[src/sv/bilinear_image_scaler_top_macros.svh]
// ---------------------------------------------------------------------------
// Assertion macros for the bilinear image scaler
// Concurrent checks that can be compiled out with ASSERT_OFF.
// ---------------------------------------------------------------------------
`ifndef BILINEAR_IMAGE_SCALER_TOP_MACROS_SVH
`define BILINEAR_IMAGE_SCALER_TOP_MACROS_SVH

`ifndef ASSERT_OFF
// check under reset-disable
`define BIS_ASSERT(lbl, prop, msg) \
  lbl: assert property (@(posedge clk) disable iff (rst) prop) else $error(msg);
// check that also holds during reset
`define BIS_ASSERT_ALWAYS(lbl, prop, msg) \
  lbl: assert property (@(posedge clk) prop) else $error(msg);
`else
`define BIS_ASSERT(lbl, prop, msg)
`define BIS_ASSERT_ALWAYS(lbl, prop, msg)
`endif

`endif

[src/sv/bis_pkg.sv]
// ---------------------------------------------------------------------------
// bis_pkg
// Shared constants and types of the bilinear image scaler.
// ---------------------------------------------------------------------------
`timescale 1ns / 1ps
`default_nettype none
package bis_pkg;

  localparam int SRC_BITS   = 8;                 // log2 of max source size
  localparam int MAX_SRC    = 1 << SRC_BITS;
  localparam int FRAC_BITS  = 16;
  localparam int WEIGHT_BITS = 8;
  localparam int STEP_W     = SRC_BITS + FRAC_BITS + 1;
  localparam int TGT_W      = 13;
  localparam int MAX_TGT    = 4096;

  localparam logic [STEP_W-1:0] STEP_RESET = STEP_W'(1) << FRAC_BITS;

  localparam logic [1:0] REG_SRC_W = 2'd0;
  localparam logic [1:0] REG_SRC_H = 2'd1;
  localparam logic [1:0] REG_TGT_W = 2'd2;
  localparam logic [1:0] REG_TGT_H = 2'd3;

  typedef struct packed {
    logic                   start;
    logic [STEP_W-1:0]      num;
    logic [TGT_W-1:0]       den;
  } div_req_t;

endpackage
`default_nettype wire

[src/sv/bis_div.sv]
// ---------------------------------------------------------------------------
// bis_div
// Restoring divider, one quotient bit per cycle; holds the last quotient.
// ---------------------------------------------------------------------------
`timescale 1ns / 1ps
`default_nettype none
module bis_div (
  input  wire logic                      clk,
  input  wire logic                      rst,
  input  wire bis_pkg::div_req_t         req,
  output logic                           busy,
  output logic [bis_pkg::STEP_W-1:0]     quo
);

  localparam int CNT_W = $clog2(bis_pkg::STEP_W + 1);

  logic [bis_pkg::STEP_W-1:0] sh;
  logic [bis_pkg::TGT_W-1:0]  den;
  logic [bis_pkg::TGT_W-1:0]  rem;
  logic [CNT_W-1:0]           cnt;
  logic [bis_pkg::TGT_W:0]    trial;
  logic                       qbit;
  logic [bis_pkg::TGT_W:0]    rem_next;

  always_comb begin
    trial = {rem, sh[bis_pkg::STEP_W-1]};
    qbit  = (trial >= {1'b0, den});
    rem_next = qbit ? (trial - {1'b0, den}) : trial;
  end

  always_ff @(posedge clk) begin
    if (rst) begin
      busy <= 1'b0;
      cnt  <= '0;
      quo  <= bis_pkg::STEP_RESET;
    end else if (req.start) begin
      busy <= 1'b1;
      cnt  <= CNT_W'(bis_pkg::STEP_W);
      sh   <= req.num;
      den  <= req.den;
      rem  <= '0;
    end else if (busy) begin
      // numerator shifts out the top while quotient bits shift in
      sh  <= {sh[bis_pkg::STEP_W-2:0], qbit};
      rem <= rem_next[bis_pkg::TGT_W-1:0];
      cnt <= cnt - 1'b1;
      if (cnt == CNT_W'(1)) begin
        busy <= 1'b0;
        quo  <= {sh[bis_pkg::STEP_W-2:0], qbit};
      end
    end
  end

endmodule
`default_nettype wire

[config.mk]
export PLATFORM = sky130hd
export DESIGN_NAME = bis_div
export DESIGN_NICKNAME = d
export VERILOG_FILES = /design/src/sv/bilinear_image_scaler_top_macros.svh /design/src/sv/bis_pkg.sv /design/src/sv/bis_div.sv
export SDC_FILE = /design/constraint.sdc
export NUM_CORES = 1
export LEC_CHECK = 0
export BUFFER_PORTS_ARGS = -buffer_cell sky130_fd_sc_hd__buf_2
export CORE_ASPECT_RATIO = 1.5
export CORE_MARGIN = 1.5
export CORE_UTILIZATION = 50
export DETAILED_ROUTE_END_ITERATION = 8
export GPL_ROUTABILITY_DRIVEN = 0
export PLACE_DENSITY_LB_ADDON = 0.3
export SYNTH_ARGS = -nofsm -noshare
export SYNTH_HDL_FRONTEND = slang
export SYNTH_SLANG_ARGS = --single-unit
[constraint.sdc]
create_clock -name clk -period 3.1 [get_ports clk]
set_input_delay 0.31 -clock clk [delete_from_list [all_inputs] [get_ports clk]]
set_output_delay 0.31 -clock clk [all_outputs]
set_load 0.01 [all_outputs]
==> results of run 1 <==
-- per-stage QoR --
stage          setup WS (ns)  total power [mW]  hold WS (ns)
2_1_floorplan         0.0679              1.62         0.400
3_3_place_gp           0.517              1.72         0.440
3_5_place_dp           0.421              1.73         0.447
4_1_cts                0.388              2.77         0.135
5_1_grt                0.224              2.87         0.138
6_report               0.378              2.75         0.146
-- layer usage --
layer  vias up  share of wire [%]  GRT usage (%)
met2        74                 53           35.0
met1      1370                 39           24.3
met5         -                  0              0
met3        15                5.5           6.64
li1       1404                  -              -
met4         0                2.4           10.8
-- worst min path at each step --
stage,endpoint,slack (ns)
2_1_floorplan,cnt[1]$_SDFFE_PP0P_,0.40
3_3_place_gp,quo[11]$_SDFFE_PP0P_,0.44
3_5_place_dp,quo[17]$_SDFFE_PP0P_,0.45
4_1_cts,den[3]$_DFFE_PP_,0.14
5_1_grt,den[10]$_DFFE_PP_,0.14
6_report,den[3]$_DFFE_PP_,0.15
-- area by class of cell --
type                    instances  area, µm²
flip-flops and latches         82       2150
multi-input cells             239       1590
clock buffers                  11        233
clock inverters                 5       53.8
fillers                       638       2950
repair buffers                 72        388
inverters                      19       71.3
well taps                     102        128
-- power groups by stage --
stage                     Combinational, mW  Clock (mW)  Sequential (mW)
final                                 0.437        1.03             1.28
after global routing                  0.483        1.10             1.28
after CTS                             0.438        1.05             1.28
after detailed placement              0.434           0             1.30
after global placement                0.422           0             1.30
after floorplan                       0.327           0             1.29
-- registers in the layout, summed over array words and instances, names as in the netlist --
signal,cells
quo,25
sh,25
busy,1
den,13
cnt,5
rem,13
-- synth_stat cells (2+ instances only) --
master | number | area, µm²
nand2_1 | 55 | 206
nand4_1 | 3 | 18.8
a31oi_1 | 2 | 12.5
o21ai_1 | 7 | 35.0
nand2b_1 | 3 | 18.8
o22ai_1 | 3 | 18.8
ha_1 | 15 | 188
dfxtp_1 | 31 | 621
a211oi_2 | 3 | 37.5
nor2_1 | 16 | 60.1
xor2_1 | 4 | 35.0
mux2_2 | 25 | 282
a21oi_1 | 42 | 210
nor3_1 | 8 | 40.0
edfxtp_1 | 51 | 1530
nand3_1 | 13 | 65.1
inv_1 | 18 | 67.6
or3_1 | 2 | 12.5
o21a_1 | 2 | 15.0
a21o_1 | 2 | 15.0
and2_1 | 2 | 12.5
buf_2 | 7 | 35.0
o211ai_1 | 3 | 22.5
xnor2_1 | 8 | 70.1
clkbuf_1 | 8 | 30.0
a21boi_0 | 2 | 15.0
-- cell families after synthesis --
| family | count (synthesis) |
|---|---|
| AOI/OAI and AO/OA | 75 |
| buffers and inverters | 36 |
| DFF | 82 |
| muxes | 26 |
| and+or+nand+nor | 110 |
| adders and majority gates | 16 |
| xor gates and xnor gates | 12 |
==> results.md, run 1 <==
Synth:
- After synthesis, the largest family of logic cells by area is simple AND/OR/NAND/NOR gates.
- The count of warnings emitted by yosys is 0.
- After synthesis, the netlist uses 48 different library cells.
- The most frequently used flop master after synthesis is edfxtp_1.
- Of the total synthesized cell area, the portion taken by AND, OR, NAND and NOR gates is 12.9%.
- The synthesized netlist devotes 2.71% of its cell area to XOR and XNOR gates.
- The adder-cell area share of the yosys netlist is 5.35%.
- The synthesized area is 0.00388 mm².
- The mean instance size in the synthesized netlist is approximately 11 µm².
- The synthesized instance count is 357.
- The count of state elements after synthesis is 82.
- The number of flops mapped to enable cells by yosys is 51.
- The async set-or-reset flop fraction in the synthesized netlist is 0%.
- The sequential area share after synthesis is 55.5%.
- When the netlist entered floorplanning its net count stood at 414.
- The fraction of the mapped netlist area in compound gates is 12.1%.
- In the synthesized netlist, mux cells make up 7.52% of the area.

Power:
- Across the VDD grid, the largest voltage drop is between 0.4 and 0.5 mV.
- The internal power summed over all cells is 2.06 mW.
- The relative contribution of sequential cells to total power is 46.5%.
- The clock network fraction of design power is 37.6%.
- For this design the total switching power over the nets is 0.688 mW.
- The switching share of total power is 25.0%.
- In this run the static leakage power is between 1.5 and 2 nW.
- Power spread over the standard cell area amounts to 596 mW/mm².
- Combinational logic burns approximately 16% of the power.

Status:
- The run finished with clean final reports.

Placement:
- The placed instances occupy a cell area of 0.00432 mm².
- The HPWL after detailed placement is 5570 µm.
- The placed cell count is 514.
- Port buffering added 66 buffers.

Min path:
- The beginning of the worst hold path is req[3].
- The worst hold path class is in2reg.
- The cell depth of the worst hold path is 1.

Finish:
- The final net count is 480.
- The share of layout cells above drive strength 1 is 27.8%.
- With fillers left out, the area of the finished cells amounts to 0.00461 mm².
- The final antenna diode count is 0.
- The most frequent standard cell in the layout excluding fill and tap cells is buf_2.
- The layout-stage area growth over the synthesis result is 18.9%.
- The library cells used most frequently in the layout, excluding fill and tap cells, are 66 x buf_2, 55 x nand2_1, 51 x edfxtp_1, 41 x a21oi_1, 31 x dfxtp_1.
- The number of non-filler instances in the completed layout is 530.
- The final design utilization is 61.0%.

CTS:
- The clock root buffer is clkbuf_16.
- Counting every sink on the clock net gives 82.
- Counting along the longest clock path gives a buffer depth of 2.
- The cts-stage hold buffer count is 0.
- The clock insertion delay at the later pin of the skew report is 0.34 ns.
- TritonCTS built the clock tree.
- The quantity of gates resized following cts is 0.
- After clock tree synthesis, the clock-pin slew on the worst setup and hold paths is 0.06 ns.
- The number of H-tree levels is 3.
- After clock tree synthesis, the setup repair step added 0 buffers.
- Counting the buffers created by CTS gives 9.

Critical path:
- The critical path startpoint category is a flop.
- The startpoint identified for the worst register-to-register timing path is sh[24]$_DFFE_PP_.
- In this run the critical register-to-register path is captured at rem[9]$_SDFFCE_PP0P_.
- The path length in cells of the critical path is 9.
- The delay contributed by the slowest stage of the critical path is about 0.58 ns.
- The critical path capture point type is a flop.
- The top fanout value on the critical path is 13.
- The critical path buffer and inverter count is 1.
- The class of the most critical setup path is reg2reg.
- The worst path required time is 3.28 ns.
- In this run the register-to-register setup slack is 0.38 ns.
- The worst-case reg-to-reg path depth is 9.
- Traced cell by cell, the critical path runs through inv_1, ha_1, fa_1, nand2b_1, a21o_1, and2_4, a211oi_4, o21ai_0, o22ai_1.
- The most critical setup path has its endpoint at rem[9]$_SDFFCE_PP0P_.
- At the worst endpoint, the arrival time is 2.90 ns.
- The slowest cell on the critical path is a211oi_4.
- The kind of cell adding the most delay to the critical path is compound AO/OA/AOI/OAI gates.
- The start point of the critical path is sh[24]$_DFFE_PP_.

Routing:
- The number of remaining DRC errors is 0.
- The number of vias after detailed routing is 2863.
- The wire length per cell is between 15 and 20 µm.
- The routed via count divided by cell count is roughly 5.4.
- Once detail routing completed, the nets flagged for antenna violations numbered 0.
- The total detailed-routing wirelength is 8170 µm.
- For this run, the detailed router's first-pass iteration total came to 4.
- The violation count after the first detailed-routing iteration is 232.

STA:
- The number of pins with negative max-slew slack in the final report was 0.
- For the pin with the worst max-slew slack, the measured transition is 0.655 ns.
- Counting I/O delays and the setup requirement, the final critical path takes 2.72 ns.
- The worst pin sits at a relative slew slack of 56.3%.
- The worst path uses 87.8% of the clock period.
- The setup skew after layout is 0.00783 ns.
- The count of final hold-check violations is 0.
- Setup repair after global routing left no endpoint under its margin.
- Setup violations remaining at the end of the flow were counted as 0.
- Timing would allow up to 0.367 GHz.
- For the final routed database, the setup TNS stands at 0 ns.

Die:
- The initial utilization of the core area, before any placement, comes to 51.3%.
- The floorplan has 39 rows.
- In this run the horizontal extent of the chip is 74.9 µm.
- The floorplan step defined a core boundary enclosing 0.00756 mm².
- The die outline height is 111 µm.
- The die covers 0.00831 mm².
- 67 I/O pins were placed.

GRT:
- The number of antenna violations at the first check in global routing is 0.
- Global routing used 21.4% of the available tracks.
- The via count of the first global-routing pass was a little under 3000.
- Summed over all layers, the global routing overflow is 0.
- The pin count of the biggest net entering global routing is 39.
- The first-pass GRT wire length is around 13000 µm.

Job:
- The count of maximum capacitance violations is 0.
No activity file was read; power rests on OpenSTA's default activity.
==> run 2: changes to the inputs <==
--- a/config.mk
+++ b/config.mk
@@ -7,7 +7,7 @@
 export LEC_CHECK = 0
 export BUFFER_PORTS_ARGS = -buffer_cell sky130_fd_sc_hd__buf_2
 export CORE_ASPECT_RATIO = 1.5
-export CORE_MARGIN = 1.5
+export CORE_MARGIN = 2
 export CORE_UTILIZATION = 50
 export DETAILED_ROUTE_END_ITERATION = 8
 export GPL_ROUTABILITY_DRIVEN = 0
==> run 2 against run 1 <==
Effect of this change: sequential power about the same; sequential cell count unchanged; maximum frequency decreased by 3.6%; non-clock buffer count unchanged; wire length increased by 1.5%; count of clock-buffer cells in the layout decreased by 1; global-route usage decreased by 0.59 points; cell count unchanged; critical path depth decreased by 1; total power increased by 3.9%; critical endpoint unchanged; highest routed layer unchanged.
==> results.md, run 2 (synthesized netlist as in run 1, its figures left out) <==
Routing:
- The wire length per cell is 15.6 µm (+1.5%).
- The iteration count of the initial detailed-routing pass came to 4 (unchanged).
- The total detailed-routing wirelength is 8290 µm (+1.5%).
- The violation count after the first detailed-routing iteration came to 179 (-23%).
- The number of vias after detailed routing is 2858 (-0.17%).
- The residual antenna-violating net count after detailed routing was 0 (unchanged).
- The routed via count divided by cell count is 5.39 (-0.17%).
- The number of remaining DRC errors is 0 (unchanged).

GRT:
- The met1 layer usage reported by global route was 23.1% (-1.1 points).
- The via count of the first global-routing pass is 2982 (+3.1%).
- The met2 usage in global routing was 36.5% (+1.4 points).
- The pin count of the biggest net entering global routing is 39 (unchanged).
- The first-pass GRT wire length came to 14000 µm (+4.3%).
- The remaining global-route overflow is 0 (unchanged).
- The global-route total usage across every layer came to 20.8% (-0.59 points).
- The met3 usage came to 4.86% (-1.8 points).
- The layer with the highest usage after global routing is met2.
- The number of antenna violations at the first check in global routing is 0 (unchanged).

CTS:
- The clock root buffer is clkbuf_16.
- The TritonCTS sink count is 82 (unchanged).
- The buffer levels on the longest clock path came to 2 (unchanged).
- The quantity of gates resized following cts is 0 (unchanged).
- The clock insertion delay at the later pin of the skew report is 0.34 ns (about the same).
- The TritonCTS clock tree is yes.
- The number of buffers added for setup after CTS is 0 (unchanged).
- The number of buffers created by CTS is 9 (unchanged).
- The number of H-tree levels is 3 (unchanged).
- The cts-stage hold buffer count is 0 (unchanged).
- The clock-pin slew on the worst setup and hold paths was 0.06 ns (about the same).

Die:
- The effective utilization at floorplan is 51.3% (unchanged).
- The overall die area came to 0.00849 mm² (+2.2%).
- The row count is 39 (unchanged).
- The number of ports placed on the die boundary is 67 (unchanged).
- The area inside the core boundary is 0.00756 mm² (unchanged).
- The x dimension of the die is 75.9 µm (+1.3%).
- The die outline height is 112 µm (+0.90%).

Critical path:
- The arrival time at the worst endpoint is 3.00 ns (+0.10 ns).
- The critical path startpoint category is a flop.
- The top fanout value on the critical path is 13 (unchanged).
- The worst path required time is 3.28 ns (about the same).
- The class of the most critical setup path is reg2reg.
- The critical path capture point type is a flop.

Finish:
- The layout filler cell count is 648 (+1.6%).
- The final design utilization is 61.4% (+0.43 points).
- The final net count is 480 (unchanged).
- The sequential cell area is 0.00215 mm² (unchanged).
- The number of non-filler instances in the completed layout was 530 (unchanged).
- The final antenna diode count is 0 (unchanged).
- Leaving out fill and tap cells, the most frequent cells in the layout are 66 x buf_2, 55 x nand2_1, 51 x edfxtp_1, 41 x a21oi_1, 31 x dfxtp_1.
- The most frequent standard cell in the layout excluding fill and tap cells is buf_2.
- The total area of multi-input combinational cells is 0.00159 mm² (unchanged).
- The largest registers in the layout are quo x25, sh x25.
- The share of layout cells above drive strength 1 is 28.3% (+0.47 points).
- The layout-stage area growth over the synthesis result is 19.7%.

STA:
- The fraction of the cycle the final worst path needs came to 91.1% (+3.3 points).
- The final hold slack is 0.148 ns (+0.00172 ns).
- The minimum clock period is 2.82 ns (+0.102 ns).
- The setup skew after layout is 0.00942 ns (+0.00159 ns).
- The final setup violation count came to 0 (unchanged).
- The slew at the pin closest to its max-slew limit is 0.645 ns (-0.0104 ns).
- The count of final hold-check violations is 0 (unchanged).
- The number of pins with negative max-slew slack in the final report was 0 (unchanged).
- The achievable frequency is 0.354 GHz (-3.6%).
- The final sum of negative setup slack is 0 ns (unchanged).
- Setup repair after global routing left no endpoint under its margin.
- The final critical-path setup slack is 0.276 ns (-0.102 ns).
- The headroom to the max-slew limit was 57.0% (+0.69 points).

Job:
- The count of maximum capacitance violations came to 0 (unchanged).

Status:
- The flow ran to the end, and the final reports show no timing, DRC or antenna violations.

Power:
- The static leakage is 1.84 nW (+1.2%).
- The maximum ir drop on the vdd rail is 0.523 mV (+22%).
- The ratio of total power to cell area is 615 mW/mm² (+3.1%).

Placement:
- The number of port buffers is 66 (unchanged).
- The half-perimeter wire length after placement is 5590 µm (+0.28%).
- The pre-CTS setup slack is 0.395 ns (-0.0266 ns).
- The placed cell count came to 514 (unchanged).

Min path:
- The path class of the tightest hold or removal check is in2reg.
## run 2: cell type report
cell class / count / share of cell area [%]
clock inverter: 6 / 1.72
clock buffer: 10 / 5.15
inverter: 19 / 1.54
sequential: 82 / 46.3
timing repair buffer: 72 / 8.35
tap: 102 / 2.75
multi-input combinational: 239 / 34.1
## run 2: power by group
group / internal (mW) / switching (mW)
clock: 0.721 / 0.415
combinational: 0.196 / 0.245
sequential: 1.24 / 0.0342
## run 2: worst paths after layout
| path | end | slack [ns] | from | cells past startpoint |
|---|---|---|---|---|
| max reg2reg | rem[9]$_SDFFCE_PP0P_ | 0.28 | den[0]$_DFFE_PP_ | 8 |
| max | rem[9]$_SDFFCE_PP0P_ | 0.28 | den[0]$_DFFE_PP_ | 8 |
| min | den[5]$_DFFE_PP_ | 0.15 | req[5] | 1 |
| min reg2reg | quo[21]$_SDFFE_PP0P_ | 0.45 | quo[21]$_SDFFE_PP0P_ | 2 |
## run 2: worst max-delay path, stage by stage, from the launching register on
cell,delay (ns)
edfxtp_1,0.40
ha_1,0.24
fa_1,0.42
nand2b_1,0.18
a21o_1,0.19
and2_4,0.16
a211oi_4,0.56
o21ai_0,0.28
o22ai_1,0.24
## run 2: routing by layer
metal | part of all wire [%] | routed length [µm] | vias to the layer above
li1 | - | - | 1410
met1 | 40 | 3330 | 1365
met2 | 53 | 4370 | 70
met3 | 5.0 | 413 | 13
met4 | 2.1 | 177 | 0
met5 | 0 | 0 | -
## run 2: per-stage QoR
step                power, mW  cell area [µm²]
detailed placement       1.73             4320
CTS                      2.86             4640
global placement         1.72             4320
global route             2.97             4640
floorplan                1.62             3880
finish                   2.85             4640
